$ cat src/sv/tba_pkg.sv
`timescale 1ns / 1ps
// Shared widths, codes and reset values for the trade bar aggregator.
// No dependencies; imported by every module of the block.
package tba_pkg;

  localparam int TS_W  = 63;  // timestamps and dollar volume
  localparam int SYM_W = 16;
  localparam int CNT_W = 32;
  localparam int VOL_W = 48;
  localparam int LEN_W = 40;

  localparam logic [LEN_W-1:0] LEN_RESET = 40'd300000000000;

  // shared radix-2 divider: 63-bit dividend, 48-bit divisor
  localparam int DIV_N_W   = TS_W;
  localparam int DIV_D_W   = VOL_W;
  localparam int DIV_CNT_W = 6;
  localparam logic [DIV_CNT_W-1:0] DIV_LAST = 6'(DIV_N_W - 1);

  localparam logic CMD_TRADE = 1'b0;
  localparam logic CMD_FLUSH = 1'b1;

  localparam logic [1:0] SIDE_BID = 2'd0;
  localparam logic [1:0] SIDE_ASK = 2'd1;

endpackage

$ cat src/sv/tba_div.sv
`timescale 1ns / 1ps
// Radix-2 restoring divider, one quotient bit per cycle.
// Depends on tba_pkg for operand widths.
module tba_div (
  input  logic                         clk_i,
  input  logic                         rst_ni,
  input  logic                         start_i,
  input  logic [tba_pkg::DIV_N_W-1:0]  dividend_i,
  input  logic [tba_pkg::DIV_D_W-1:0]  divisor_i,
  output logic                         done_o,
  output logic [tba_pkg::DIV_N_W-1:0]  quotient_o,
  output logic [tba_pkg::DIV_D_W-1:0]  remainder_o
);
  import tba_pkg::*;

  logic [DIV_N_W-1:0]   dvd_q;   // dividend shifts out, quotient shifts in
  logic [DIV_D_W-1:0]   dvs_q;
  logic [DIV_D_W-1:0]   rem_q, rem_d;
  logic [DIV_CNT_W-1:0] cnt_q;
  logic                 busy_q, done_q;
  logic [DIV_D_W:0]     trial, diff;
  logic                 ge;

  always_comb begin
    trial = {rem_q, dvd_q[DIV_N_W-1]};
    diff  = trial - {1'b0, dvs_q};
    ge    = trial >= {1'b0, dvs_q};
    rem_d = ge ? diff[DIV_D_W-1:0] : trial[DIV_D_W-1:0];
  end

  always_ff @(posedge clk_i or negedge rst_ni) begin
    if (!rst_ni) begin
      dvd_q  <= '0;
      dvs_q  <= '0;
      rem_q  <= '0;
      cnt_q  <= '0;
      busy_q <= 1'b0;
      done_q <= 1'b0;
    end else begin
      done_q <= 1'b0;
      if (start_i) begin
        dvd_q  <= dividend_i;
        dvs_q  <= divisor_i;
        rem_q  <= '0;
        cnt_q  <= '0;
        busy_q <= 1'b1;
      end else if (busy_q) begin
        dvd_q <= {dvd_q[DIV_N_W-2:0], ge};
        rem_q <= rem_d;
        cnt_q <= cnt_q + 1'b1;
        if (cnt_q == DIV_LAST) begin
          busy_q <= 1'b0;
          done_q <= 1'b1;
        end
      end
    end
  end

  assign done_o      = done_q;
  assign quotient_o  = dvd_q;
  assign remainder_o = rem_q;

endmodule

$ cat src/sv/tba_mul.sv
`timescale 1ns / 1ps
// Serial shift-add multiplier, one multiplier bit per cycle, with the
// product saturated to the dollar volume width. Depends on tba_pkg.
module tba_mul #(
  parameter int PRICE_BITS = 32,
  parameter int SIZE_BITS  = 24
) (
  input  logic                       clk_i,
  input  logic                       rst_ni,
  input  logic                       start_i,
  input  logic [PRICE_BITS-1:0]      mcand_i,
  input  logic [SIZE_BITS-1:0]       mplr_i,
  output logic [tba_pkg::TS_W-1:0]   prod_o
);
  import tba_pkg::*;

  localparam int PW = PRICE_BITS + SIZE_BITS;
  localparam int CW = $clog2(SIZE_BITS + 1);
  localparam logic [CW-1:0] LAST = CW'(SIZE_BITS - 1);

  logic [PRICE_BITS-1:0] mcand_q, hi_q;
  logic [SIZE_BITS-1:0]  lo_q;     // multiplier out, low product bits in
  logic [CW-1:0]         cnt_q;
  logic                  busy_q;
  logic [PRICE_BITS:0]   psum;
  logic [PW-1:0]         prod;

  assign psum = {1'b0, hi_q} + (lo_q[0] ? {1'b0, mcand_q} : '0);
  assign prod = {hi_q, lo_q};

  always_ff @(posedge clk_i or negedge rst_ni) begin
    if (!rst_ni) begin
      mcand_q <= '0;
      hi_q    <= '0;
      lo_q    <= '0;
      cnt_q   <= '0;
      busy_q  <= 1'b0;
    end else if (start_i) begin
      mcand_q <= mcand_i;
      hi_q    <= '0;
      lo_q    <= mplr_i;
      cnt_q   <= '0;
      busy_q  <= 1'b1;
    end else if (busy_q) begin
      hi_q  <= psum[PRICE_BITS:1];
      lo_q  <= {psum[0], lo_q[SIZE_BITS-1:1]};
      cnt_q <= cnt_q + 1'b1;
      if (cnt_q == LAST) busy_q <= 1'b0;
    end
  end

  generate
    if (PW > TS_W) begin : g_sat
      assign prod_o = (|prod[PW-1:TS_W]) ? '1 : prod[TS_W-1:0];
    end else begin : g_nosat
      assign prod_o = TS_W'(prod);
    end
  endgenerate

endmodule

$ cat src/sv/trade_bar_aggregator_core.sv
`timescale 1ns / 1ps
// Trade bar aggregator top level: bar state, sequencer, output register.
// A trade keeps in_ready_o low from acceptance until it is applied, through
// the radix-2 divider pass that finds the interval start; a trade that closes
// a bar adds the VWAP division on the same divider; a flush of an open bar runs
// only that division, a flush with no open bar none. A stalled output holds EMIT.
// Reset closes the bar, clears all sums and loads the 300 s interval.
module trade_bar_aggregator_core #(
  parameter int PRICE_BITS = 32,
  parameter int SIZE_BITS  = 24
) (
  input  logic                        clk_i,
  input  logic                        rst_ni,
  input  logic                        cfg_we_i,
  input  logic [tba_pkg::LEN_W-1:0]   cfg_wdata_i,
  input  logic                        in_valid_i,
  output logic                        in_ready_o,
  input  logic                        command_i,
  input  logic [tba_pkg::TS_W-1:0]    timestamp_ns_i,
  input  logic [tba_pkg::SYM_W-1:0]   symbol_id_i,
  input  logic [PRICE_BITS-1:0]       price_i,
  input  logic [SIZE_BITS-1:0]        size_i,
  input  logic [1:0]                  side_i,
  output logic                        out_valid_o,
  input  logic                        out_ready_i,
  output logic [tba_pkg::TS_W-1:0]    bar_start_ns_o,
  output logic [tba_pkg::SYM_W-1:0]   bar_symbol_o,
  output logic [tba_pkg::CNT_W-1:0]   trade_count_o,
  output logic [tba_pkg::VOL_W-1:0]   total_volume_o,
  output logic [tba_pkg::TS_W-1:0]    dollar_volume_o,
  output logic [PRICE_BITS-1:0]       vwap_o,
  output logic [PRICE_BITS-1:0]       first_price_o,
  output logic [PRICE_BITS-1:0]       last_price_o,
  output logic [tba_pkg::VOL_W-1:0]   bid_volume_o,
  output logic [tba_pkg::VOL_W-1:0]   ask_volume_o
);
  import tba_pkg::*;

  typedef enum logic [2:0] {
    ST_IDLE, ST_BUCKET, ST_CHECK, ST_VWAP, ST_EMIT, ST_APPLY
  } state_e;

  state_e state_q;
  logic [LEN_W-1:0] len_q;

  // latched transaction
  logic                  cmd_q;
  logic [TS_W-1:0]       ts_q;
  logic [SYM_W-1:0]      sym_q;
  logic [PRICE_BITS-1:0] price_q;
  logic [SIZE_BITS-1:0]  size_q;
  logic [1:0]            side_q;
  logic [TS_W-1:0]       start_q;

  // open bar
  logic                  open_q;
  logic [TS_W-1:0]       bstart_q;
  logic [SYM_W-1:0]      bsym_q;
  logic [CNT_W-1:0]      cnt_q;
  logic [VOL_W-1:0]      vol_q, bid_q, ask_q;
  logic [TS_W-1:0]       notl_q;
  logic [PRICE_BITS-1:0] fprice_q, lprice_q;

  // output register
  logic                  out_valid_q;
  logic [TS_W-1:0]       o_start_q, o_notl_q;
  logic [SYM_W-1:0]      o_sym_q;
  logic [CNT_W-1:0]      o_cnt_q;
  logic [VOL_W-1:0]      o_vol_q, o_bid_q, o_ask_q;
  logic [PRICE_BITS-1:0] o_vwap_q, o_fprice_q, o_lprice_q;

  // divider and multiplier
  logic               div_start_q, mul_start_q, div_done;
  logic               div_start_d, mul_start_d;
  logic [DIV_N_W-1:0] div_dvd_q, div_quot;
  logic [DIV_D_W-1:0] div_dvs_q, div_rem;
  logic [TS_W-1:0]    prod;

  logic                  accept;
  logic [LEN_W-1:0]      len_eff;
  logic [VOL_W:0]        vol_sum, bid_sum, ask_sum;
  logic [TS_W:0]         notl_sum;
  logic [PRICE_BITS-1:0] vwap_val;

  assign accept     = in_valid_i && in_ready_o;
  assign in_ready_o = (state_q == ST_IDLE);
  assign len_eff    = (len_q == '0) ? LEN_W'(1) : len_q;

  // bucket division on every trade; VWAP division on a flush of an open bar
  // and on a trade that leaves the open interval
  assign mul_start_d = accept && (command_i == CMD_TRADE);
  assign div_start_d = (accept && ((command_i == CMD_TRADE) || open_q)) ||
                       ((state_q == ST_CHECK) && open_q && (start_q != bstart_q));

  assign vol_sum  = {1'b0, vol_q} + (VOL_W + 1)'(size_q);
  assign bid_sum  = {1'b0, bid_q} + (VOL_W + 1)'(size_q);
  assign ask_sum  = {1'b0, ask_q} + (VOL_W + 1)'(size_q);
  assign notl_sum = {1'b0, notl_q} + {1'b0, prod};

  // quotient above the price range only happens after volume saturates
  always_comb begin
    if (vol_q == '0) begin
      vwap_val = '0;
    end else if (|div_quot[TS_W-1:PRICE_BITS]) begin
      vwap_val = '1;
    end else begin
      vwap_val = div_quot[PRICE_BITS-1:0];
    end
  end

  tba_div u_div (
    .clk_i       (clk_i),
    .rst_ni      (rst_ni),
    .start_i     (div_start_q),
    .dividend_i  (div_dvd_q),
    .divisor_i   (div_dvs_q),
    .done_o      (div_done),
    .quotient_o  (div_quot),
    .remainder_o (div_rem)
  );

  tba_mul #(
    .PRICE_BITS (PRICE_BITS),
    .SIZE_BITS  (SIZE_BITS)
  ) u_mul (
    .clk_i   (clk_i),
    .rst_ni  (rst_ni),
    .start_i (mul_start_q),
    .mcand_i (price_q),
    .mplr_i  (size_q),
    .prod_o  (prod)
  );

  always_ff @(posedge clk_i or negedge rst_ni) begin
    if (!rst_ni) begin
      len_q <= LEN_RESET;
    end else if (cfg_we_i) begin
      len_q <= cfg_wdata_i;
    end
  end

  always_ff @(posedge clk_i or negedge rst_ni) begin
    if (!rst_ni) begin
      state_q     <= ST_IDLE;
      cmd_q       <= CMD_TRADE;
      ts_q        <= '0;
      sym_q       <= '0;
      price_q     <= '0;
      size_q      <= '0;
      side_q      <= '0;
      start_q     <= '0;
      open_q      <= 1'b0;
      bstart_q    <= '0;
      bsym_q      <= '0;
      cnt_q       <= '0;
      vol_q       <= '0;
      bid_q       <= '0;
      ask_q       <= '0;
      notl_q      <= '0;
      fprice_q    <= '0;
      lprice_q    <= '0;
      out_valid_q <= 1'b0;
      o_start_q   <= '0;
      o_notl_q    <= '0;
      o_sym_q     <= '0;
      o_cnt_q     <= '0;
      o_vol_q     <= '0;
      o_bid_q     <= '0;
      o_ask_q     <= '0;
      o_vwap_q    <= '0;
      o_fprice_q  <= '0;
      o_lprice_q  <= '0;
      div_start_q <= 1'b0;
      mul_start_q <= 1'b0;
      div_dvd_q   <= '0;
      div_dvs_q   <= '0;
    end else begin
      div_start_q <= div_start_d;
      mul_start_q <= mul_start_d;
      // EMIT reloads the output register itself
      if (out_valid_q && out_ready_i && (state_q != ST_EMIT)) out_valid_q <= 1'b0;

      case (state_q)
        ST_IDLE: begin
          if (accept) begin
            cmd_q   <= command_i;
            ts_q    <= timestamp_ns_i;
            sym_q   <= symbol_id_i;
            price_q <= price_i;
            size_q  <= size_i;
            side_q  <= side_i;
            if (command_i == CMD_FLUSH) begin
              if (open_q) begin
                div_dvd_q   <= notl_q;
                div_dvs_q   <= vol_q;
                state_q     <= ST_VWAP;
              end
            end else begin
              div_dvd_q   <= timestamp_ns_i;
              div_dvs_q   <= DIV_D_W'(len_eff);
              state_q     <= ST_BUCKET;
            end
          end
        end
        ST_BUCKET: begin
          // multiplier has fewer steps than the divider, so it is done here
          if (div_done) begin
            start_q <= ts_q - TS_W'(div_rem);
            state_q <= ST_CHECK;
          end
        end
        ST_CHECK: begin
          if (open_q && (start_q != bstart_q)) begin
            div_dvd_q   <= notl_q;
            div_dvs_q   <= vol_q;
            state_q     <= ST_VWAP;
          end else begin
            state_q <= ST_APPLY;
          end
        end
        ST_VWAP: begin
          if (div_done) state_q <= ST_EMIT;
        end
        ST_EMIT: begin
          if (!out_valid_q || out_ready_i) begin
            out_valid_q <= 1'b1;
            o_start_q   <= bstart_q;
            o_sym_q     <= bsym_q;
            o_cnt_q     <= cnt_q;
            o_vol_q     <= vol_q;
            o_notl_q    <= notl_q;
            o_vwap_q    <= vwap_val;
            o_fprice_q  <= fprice_q;
            o_lprice_q  <= lprice_q;
            o_bid_q     <= bid_q;
            o_ask_q     <= ask_q;
            open_q      <= 1'b0;
            bstart_q    <= '0;
            bsym_q      <= '0;
            cnt_q       <= '0;
            vol_q       <= '0;
            notl_q      <= '0;
            fprice_q    <= '0;
            lprice_q    <= '0;
            bid_q       <= '0;
            ask_q       <= '0;
            state_q     <= (cmd_q == CMD_FLUSH) ? ST_IDLE : ST_APPLY;
          end
        end
        ST_APPLY: begin
          if (!open_q) begin
            open_q   <= 1'b1;
            bstart_q <= start_q;
            bsym_q   <= sym_q;
            fprice_q <= price_q;
          end
          if (cnt_q != '1) cnt_q <= cnt_q + 1'b1;
          vol_q    <= vol_sum[VOL_W] ? '1 : vol_sum[VOL_W-1:0];
          notl_q   <= notl_sum[TS_W] ? '1 : notl_sum[TS_W-1:0];
          lprice_q <= price_q;
          if (side_q == SIDE_BID) begin
            bid_q <= bid_sum[VOL_W] ? '1 : bid_sum[VOL_W-1:0];
          end else if (side_q == SIDE_ASK) begin
            ask_q <= ask_sum[VOL_W] ? '1 : ask_sum[VOL_W-1:0];
          end
          state_q <= ST_IDLE;
        end
        default: state_q <= ST_IDLE;
      endcase
    end
  end

  assign out_valid_o     = out_valid_q;
  assign bar_start_ns_o  = o_start_q;
  assign bar_symbol_o    = o_sym_q;
  assign trade_count_o   = o_cnt_q;
  assign total_volume_o  = o_vol_q;
  assign dollar_volume_o = o_notl_q;
  assign vwap_o          = o_vwap_q;
  assign first_price_o   = o_fprice_q;
  assign last_price_o    = o_lprice_q;
  assign bid_volume_o    = o_bid_q;
  assign ask_volume_o    = o_ask_q;

endmodule
$ cat config.mk
export PLATFORM = sky130hd
export DESIGN_NAME = trade_bar_aggregator_core
export DESIGN_NICKNAME = d
export VERILOG_FILES = /design/src/sv/tba_pkg.sv /design/src/sv/tba_div.sv /design/src/sv/tba_mul.sv /design/src/sv/trade_bar_aggregator_core.sv
export SDC_FILE = /design/constraint.sdc
export NUM_CORES = 2
export LEC_CHECK = 0
export ABC_AREA = 0
export BUFFER_PORTS_ARGS = -buffer_cell sky130_fd_sc_hd__clkbuf_2
export CAP_MARGIN = 20
export CORE_UTILIZATION = 50
export DETAILED_ROUTE_END_ITERATION = 6
export PLACE_DENSITY_LB_ADDON = 0.12
export SETUP_SLACK_MARGIN = 0.02
export SLEW_MARGIN = 10
export SYNTH_ARGS = -nofsm -noshare
export SYNTH_HDL_FRONTEND = slang
export SYNTH_SLANG_ARGS = --single-unit
$ cat constraint.sdc
create_clock -name clk_i -period 4.1 [get_ports clk_i]
set_clock_uncertainty 0.1 [all_clocks]
set_input_delay 0.41 -clock clk_i [delete_from_list [all_inputs] [get_ports clk_i]]
set_output_delay 0.41 -clock clk_i [all_outputs]
set_load 0.01 [all_outputs]
# After elaboration in Yosys (flattened, before gate mapping)
# Index checks and enable logic that the tools add are counted.
totals:
  register_bits: 1416
  latchBits: 0
  mem_bits_rw: 0
  romBits: 0
  in_bits: 183
  word_cells: 184
  n_memories: 0
op_classes:
  add_sub_neg: 10
  multipliers: 0
  n_div: 0
  n_lt_le_gt_ge: 1
  eq_ne: 22
  n_shift: 0
  muxes: 74
  n_bitwise: 1
  n_reduce_logical: 31
op_table:
  columns: ["operator", "n"]
  rows:
  - ["$mux 48", 14]
  - ["$mux 63", 9]
  - ["$pmux 48 s2", 4]
  - ["$pmux 63 s2", 3]
  - ["$mux 32", 8]
  - ["$pmux 32 s2", 3]
  - ["$add 48x24->49", 3]
  - ["$add 63x56->64", 1]
  - ["$ne 63x63->1", 1]
  - ["$sub 63x48->63", 1]
  - ["$ge 49x48->1", 1]
  - ["$logic_not 48->1", 1]
  - ["$mux 24", 2]
  - ["$sub 48x48->48", 1]
  - ["$logic_not 40->1", 1]
  - ["$mux 40", 1]
  - ["$add 32x33->33", 1]
  - ["$add 32x1->32 const B", 1]
  - ["$mux 16", 2]
  - ["$ne 32x32->1 const B", 1]
  - ["$pmux 16 s2", 1]
  - ["$reduce_or 31->1", 1]
  - ["$mux 3", 8]
  - ["$pmux 3 s5", 1]
  - ["other kinds (27)", 69]

# Depth between registers and ports, before layout
depth:
  depth_word: 5
  ltp_mapped: 15
  ltp_nobuf: 14

# Cells and area by module
# A second synthesis with hierarchy kept.
hier_totals:
  cells_unflattened: 7986
  hier_area_um2: 72255.5
by_module_without_submodules:
  columns: ["mod", "instances", "cells_each", "area_each_um2", "seq_area_each_um2"]
  rows:
  - ["trade_bar_aggregator_core", 1, 6161, 56055.0, 28921.5]
  - ["tba_div", 1, 1202, 10263.6, 4179.0]
  - ["tba_mul", 1, 623, 5936.9, 2352.3]

# Least setup slack after synthesis
# Ideal clock, no wire load.
synth_timing:
  path_type: "register to register"
  from: "register u_div.dvd_q[62], in the netlist u_div.quotient_o[62]"
  to: "register u_div.rem_q[32], in the netlist u_div.remainder_o[32]"
  setup_time_ns: 0.094
  arrival_ns: 3.074
  t_required_ns: 3.906
  slack_ns: 0.832
  path_stages_with_launch: 14
  path_buffers: 0
  period_less_slack_ns: 3.268
  cell_sequence: "dfrtp_1 > inv_1 > ha_1 > fa_1 > and2b_1 > o2111ai_1 > and4_1 > o41a_1 > o31a_1 > o41ai_2 > a21oi_1 > xor2_1 > o211a_1 > a211oi_1"
synth_between:
  elab_chain_cells: 4
  elab_cells_between_ends: 5
  classes_between: "1 x add/sub; 1 x order compare; 3 x mux"
synth_lines:
  columns: ["element", "line", "rtl"]
  rows:
  - ["start: declaration", "tba_div.sv:16", "logic [DIV_N_W-1:0] dvd_q;"]
  - ["start signal: assignment", "tba_div.sv:42", "dvd_q <= dividend_i;"]
  - ["start signal: assignment", "tba_div.sv:48", "dvd_q <= {dvd_q[DIV_N_W-2:0], ge};"]
  - ["$sub 48x48->48 or $ge 49x48->1 (tied branches)", "tba_div.sv:26, tba_div.sv:27", null]
  - ["$mux 48 *", "tba_div.sv:28", "rem_d = ge ? diff[DIV_D_W-1:0] : trial[DIV_D_W-1:0];"]
  - ["$mux 48 *", "tba_div.sv:47", "end else if (busy_q) begin"]
  - ["$mux 48 *", "tba_div.sv:41", "if (start_i) begin"]
  - ["end signal: assignment", "tba_div.sv:49", "rem_q <= rem_d;"]
  - ["end: declaration", "tba_div.sv:18", "logic [DIV_D_W-1:0] rem_q, rem_d;"]
# Mark *: on every way between the ends. The rest lies on a longest branch, timed or not. The select of a mux whose other input is x is not followed.
# A chain may end at the register's enable or synchronous reset.

# Worst setup path in the final report
layout_timing:
  from: "register u_mul.lo_q[0]"
  to: "register u_mul.hi_q[29]"
layout_between:
  elab_chain_cells: 4
layout_lines:
  columns: ["element", "line", "rtl"]
  rows:
  - ["start: declaration", "tba_mul.sv:22", "logic [SIZE_BITS-1:0] lo_q;"]
  - ["start signal: assignment", "tba_mul.sv:41", "lo_q <= mplr_i;"]
  - ["start signal: assignment", "tba_mul.sv:46", "lo_q <= {psum[0], lo_q[SIZE_BITS-1:1]};"]
  - ["$mux 32", "tba_mul.sv:28", "assign psum = {1'b0, hi_q} + (lo_q[0] ? {1'b0, mcand_q} : '0);"]
  - ["$add 32x33->33", "tba_mul.sv:28", null]
  - ["$mux 32", "tba_mul.sv:44", "end else if (busy_q) begin"]
  - ["$mux 32", "tba_mul.sv:38", "end else if (start_i) begin"]
  - ["end signal: assignment", "tba_mul.sv:45", "hi_q <= psum[PRICE_BITS:1];"]
  - ["end: declaration", "tba_mul.sv:21", "logic [PRICE_BITS-1:0] mcand_q, hi_q;"]
# Every way passes these cells. The select of a mux whose other input is x is not followed.

==> impl_metrics.csv <==
group,metric,value,unit
sta,post-route-min-period,3850,ps
sta,fin_setup_tns,0,ps
worst_setup_path,r2r.worst_path.cells,12,
worst_hold_path,hp-class,"primary input to asynchronous set/reset pin",
routing,drt_wl_total,236000,um
job,maxCapViolCount,0,
floorplan,rows,139,
clocking,cts_tree,"built",
sta,fin_hold_ws,82.3,ps
sta,setup_violations,0,
floorplan,io_pins,599,
synth,yosys.area_share.xor_xnor,4.02,%
place,hpwl,170000,um
clocking,clockBufferDepth,3,
floorplan,core-area,0.144,sq mm
global_routing,grt_pass1_wl,362000,um
place,placed_area,0.0775,sq mm
worst_setup_path,arrival,4430,ps
global_routing,grtUsageTotal,31.9,%
worst_setup_path,path_class,"register to register",
sta,rsz0062_at_grt,"true",
routing,vias,62000,
sta,slew_headroom,24.8,%
global_routing,grt_pass1_vias,59200,
place,gp_congestion,0.978,
worst_setup_path,path_max_fanout,31,
clocking,worst_skew_pair.late_latency,810,ps
floorplan,die_y,383,um
final_layout,syn_to_final_growth,17.1,%
sta,finalMaxSlewViolations,0,
synth,syn_inst,8128,
synth,synth-async-reset-ratio,100,%
clocking,clk_pin_slew,60,ps
worst_setup_path,crit_path_end_kind,"register",
synth,netlist_area,0.0724,sq mm
sta,fin_crit_sh,93.8,%
synth,synth_ff_type,"dfrtp_1",
synth,synth_cell_types,102,
synth,ys_seq_area_share,49.0,%
pwr,ir_drop,0.000455,V
sta,max_slew.worst_pin.slew,1120,ps
synth,synth_edf_count,0,
synth,synth_top_family_by_area,"simple AND/OR/NAND/NOR gates",
routing,wl_per_cell,21.9,um
synth,synth_adder_area_share,4.69,%
clocking,h-tree-depth,4,
final_layout,fillers,12800,
routing,drc,134,
synth,syn-num-nets,8578,
run_status,outcome,"complete, but fails checks",
synth,synth_area_per_cell,8.91,sq um
place,port_buffers,598,
floorplan,dieArea,0.146,sq mm
final_layout,nNetsFinal,9191,
clocking,cts_sinks,1416,
global_routing,grt_max_degree,200,
pwr,power_density,845,mW/mm^2
final_layout,drive_above_1_share,13.5,%
global_routing,antenna_found_initial,6,
run_status,violations,"design-rule violations",
worst_setup_path,crit_path_start_kind,"register",
routing,drt_iter0_markers,5781,
clocking,cts_setup_buffers,0,
sta,finalHoldViolations,0,
synth,ys_warn_count,0,
routing,via_per_inst,5.75,
final_layout,final_common_cell,"nand2_1",
pwr,leakage,42.7,nW
clocking,cts_root_buf,"clkbuf_16",
sta,fmax,0.260,GHz
routing,dr.pass1.iters,7,
global_routing,grt_overflow,0,
floorplan,chipWidth,383,um
final_layout,fin_area,0.0848,sq mm
worst_setup_path,cp_data_required_time,4680,ps
synth,synthMuxAreaShare,3.12,%
final_layout,final_cell_mix,"nand2_1, dfrtp_1, clkbuf_2",
floorplan,initial_utilization,50.4,%
synth,yosys.area_share.simple,20.4,%
worst_setup_path,r2r_slack,250,ps
routing,antenna_left,0,
synth,synth_seq_cells,1416,
synth,synth_compound_area_share,15.3,%
clocking,cts_buffers,156,
## Yosys cell counts, types with 55 or more instances
library cell / n / area (sq um)
nor4_1: 55 / 344
a31oi_1: 183 / 1140
nand2_1: 2385 / 8950
xnor2_1: 185 / 1620
xor2_1: 147 / 1290
a21o_1: 141 / 1060
o21ai_0: 482 / 2410
ha_1: 260 / 3250
nor2_1: 474 / 1780
nand4_1: 95 / 594
nand3_1: 134 / 671
and2_1: 64 / 400
dfrtp_1: 1401 / 35100
mux2_2: 77 / 867
mux2i_1: 139 / 1390
nor3_1: 90 / 450
a211oi_1: 71 / 533
a21oi_1: 376 / 1880
inv_1: 183 / 687
a22o_1: 115 / 1010
clkbuf_1: 391 / 1470
## logic make-up (layout without fill, tap and decap cells)
| group | count (synthesis) | count (layout) |
|---|---|---|
| other cells | 0 | 3 |
| compound gates | 1726 | 1726 |
| xor+xnor | 332 | 332 |
| flops | 1416 | 1416 |
| fa+ha+maj | 267 | 267 |
| simple gates | 3522 | 3522 |
| buf+inv | 649 | 1389 |
| mux | 216 | 216 |
## registers in the layout (all words and copies together) (netlist names), 63 cells and up
register and count:
bstart_q 63, ts_q 63, notl_q 63, u_div.quotient_o 63, dollar_volume_o 63, start_q 63, div_dvd_q 63, bar_start_ns_o 63
## where the power goes
part | switching [mW] | internal (mW) | total, mW
sequential | 5.18 | 19.0 | 24.2
clock | 6.06 | 8.69 | 14.7
combinational | 19.6 | 13.1 | 32.7
## cell type report
class / count / area (sq um) / area share, %
flip-flops and latches: 1416 / 35500 / 41.8
multi-input cells: 6063 / 34600 / 40.8
repair buffers: 919 / 6280 / 7.41
clock buffers: 206 / 4410 / 5.20
well taps: 1903 / 2380 / 2.81
clock inverters: 79 / 970 / 1.14
inverters: 185 / 694 / 0.819
diodes: 3 / 7.51 / 0.00886
## per-stage QoR
stage / setup WS [ps] / std cells / util (%) / total power [mW]
final: 252 / 10800 / 59.0 / 71.7
after global routing: -3.78 / 10800 / 59.0 / 76.5
after CTS: 95.3 / 10800 / 59.0 / 71.5
after detailed placement: 181 / 10300 / 54.0 / 56.3
after global placement: 226 / 10300 / 54.0 / 56.0
after floorplan: 832 / 8128 / - / 45.4
## final timing paths
kind / start / end
setup / recovery: u_mul.lo_q[0] / u_mul.hi_q[29]
hold / removal: rst_ni / u_div.dvs_q[11]
setup reg to reg: u_mul.lo_q[0] / u_mul.hi_q[29]
hold reg to reg: fprice_q[31] / first_price_o[31]
max in group asynchronous: rst_ni / bar_start_ns_o[53]
min in group clk_i: out_ready_i / out_valid_o
## layer usage
metal  GRT usage, %  vias up  part of all wire [%]
met5              0        -                 0.016
met4           13.0        6                   4.1
met3           4.56      374                   5.8
met2           48.7     2054                    45
met1           45.7    30400                    45
li1               -    29100                     -
## timing repair
action                                  4_1_cts  5_1_grt
hold endpoints to repair                    536        0
endpoints found under the setup margin        0       18
hold buffers                                179        0
resized for setup                             0        6
## worst max-delay path, cell delays in order, from the launching register on
cell      delay (ps)
dfrtp_1          470
buf_4            320
and2_1           170
ha_1             250
nor2b_1          140
o21ai_0          220
a21boi_0         160
o21ai_0          390
o21ai_0          330
a311o_1          510
a221o_1          350
xor2_1           150
a22o_1           180
Power figures use the tool's default switching activity.
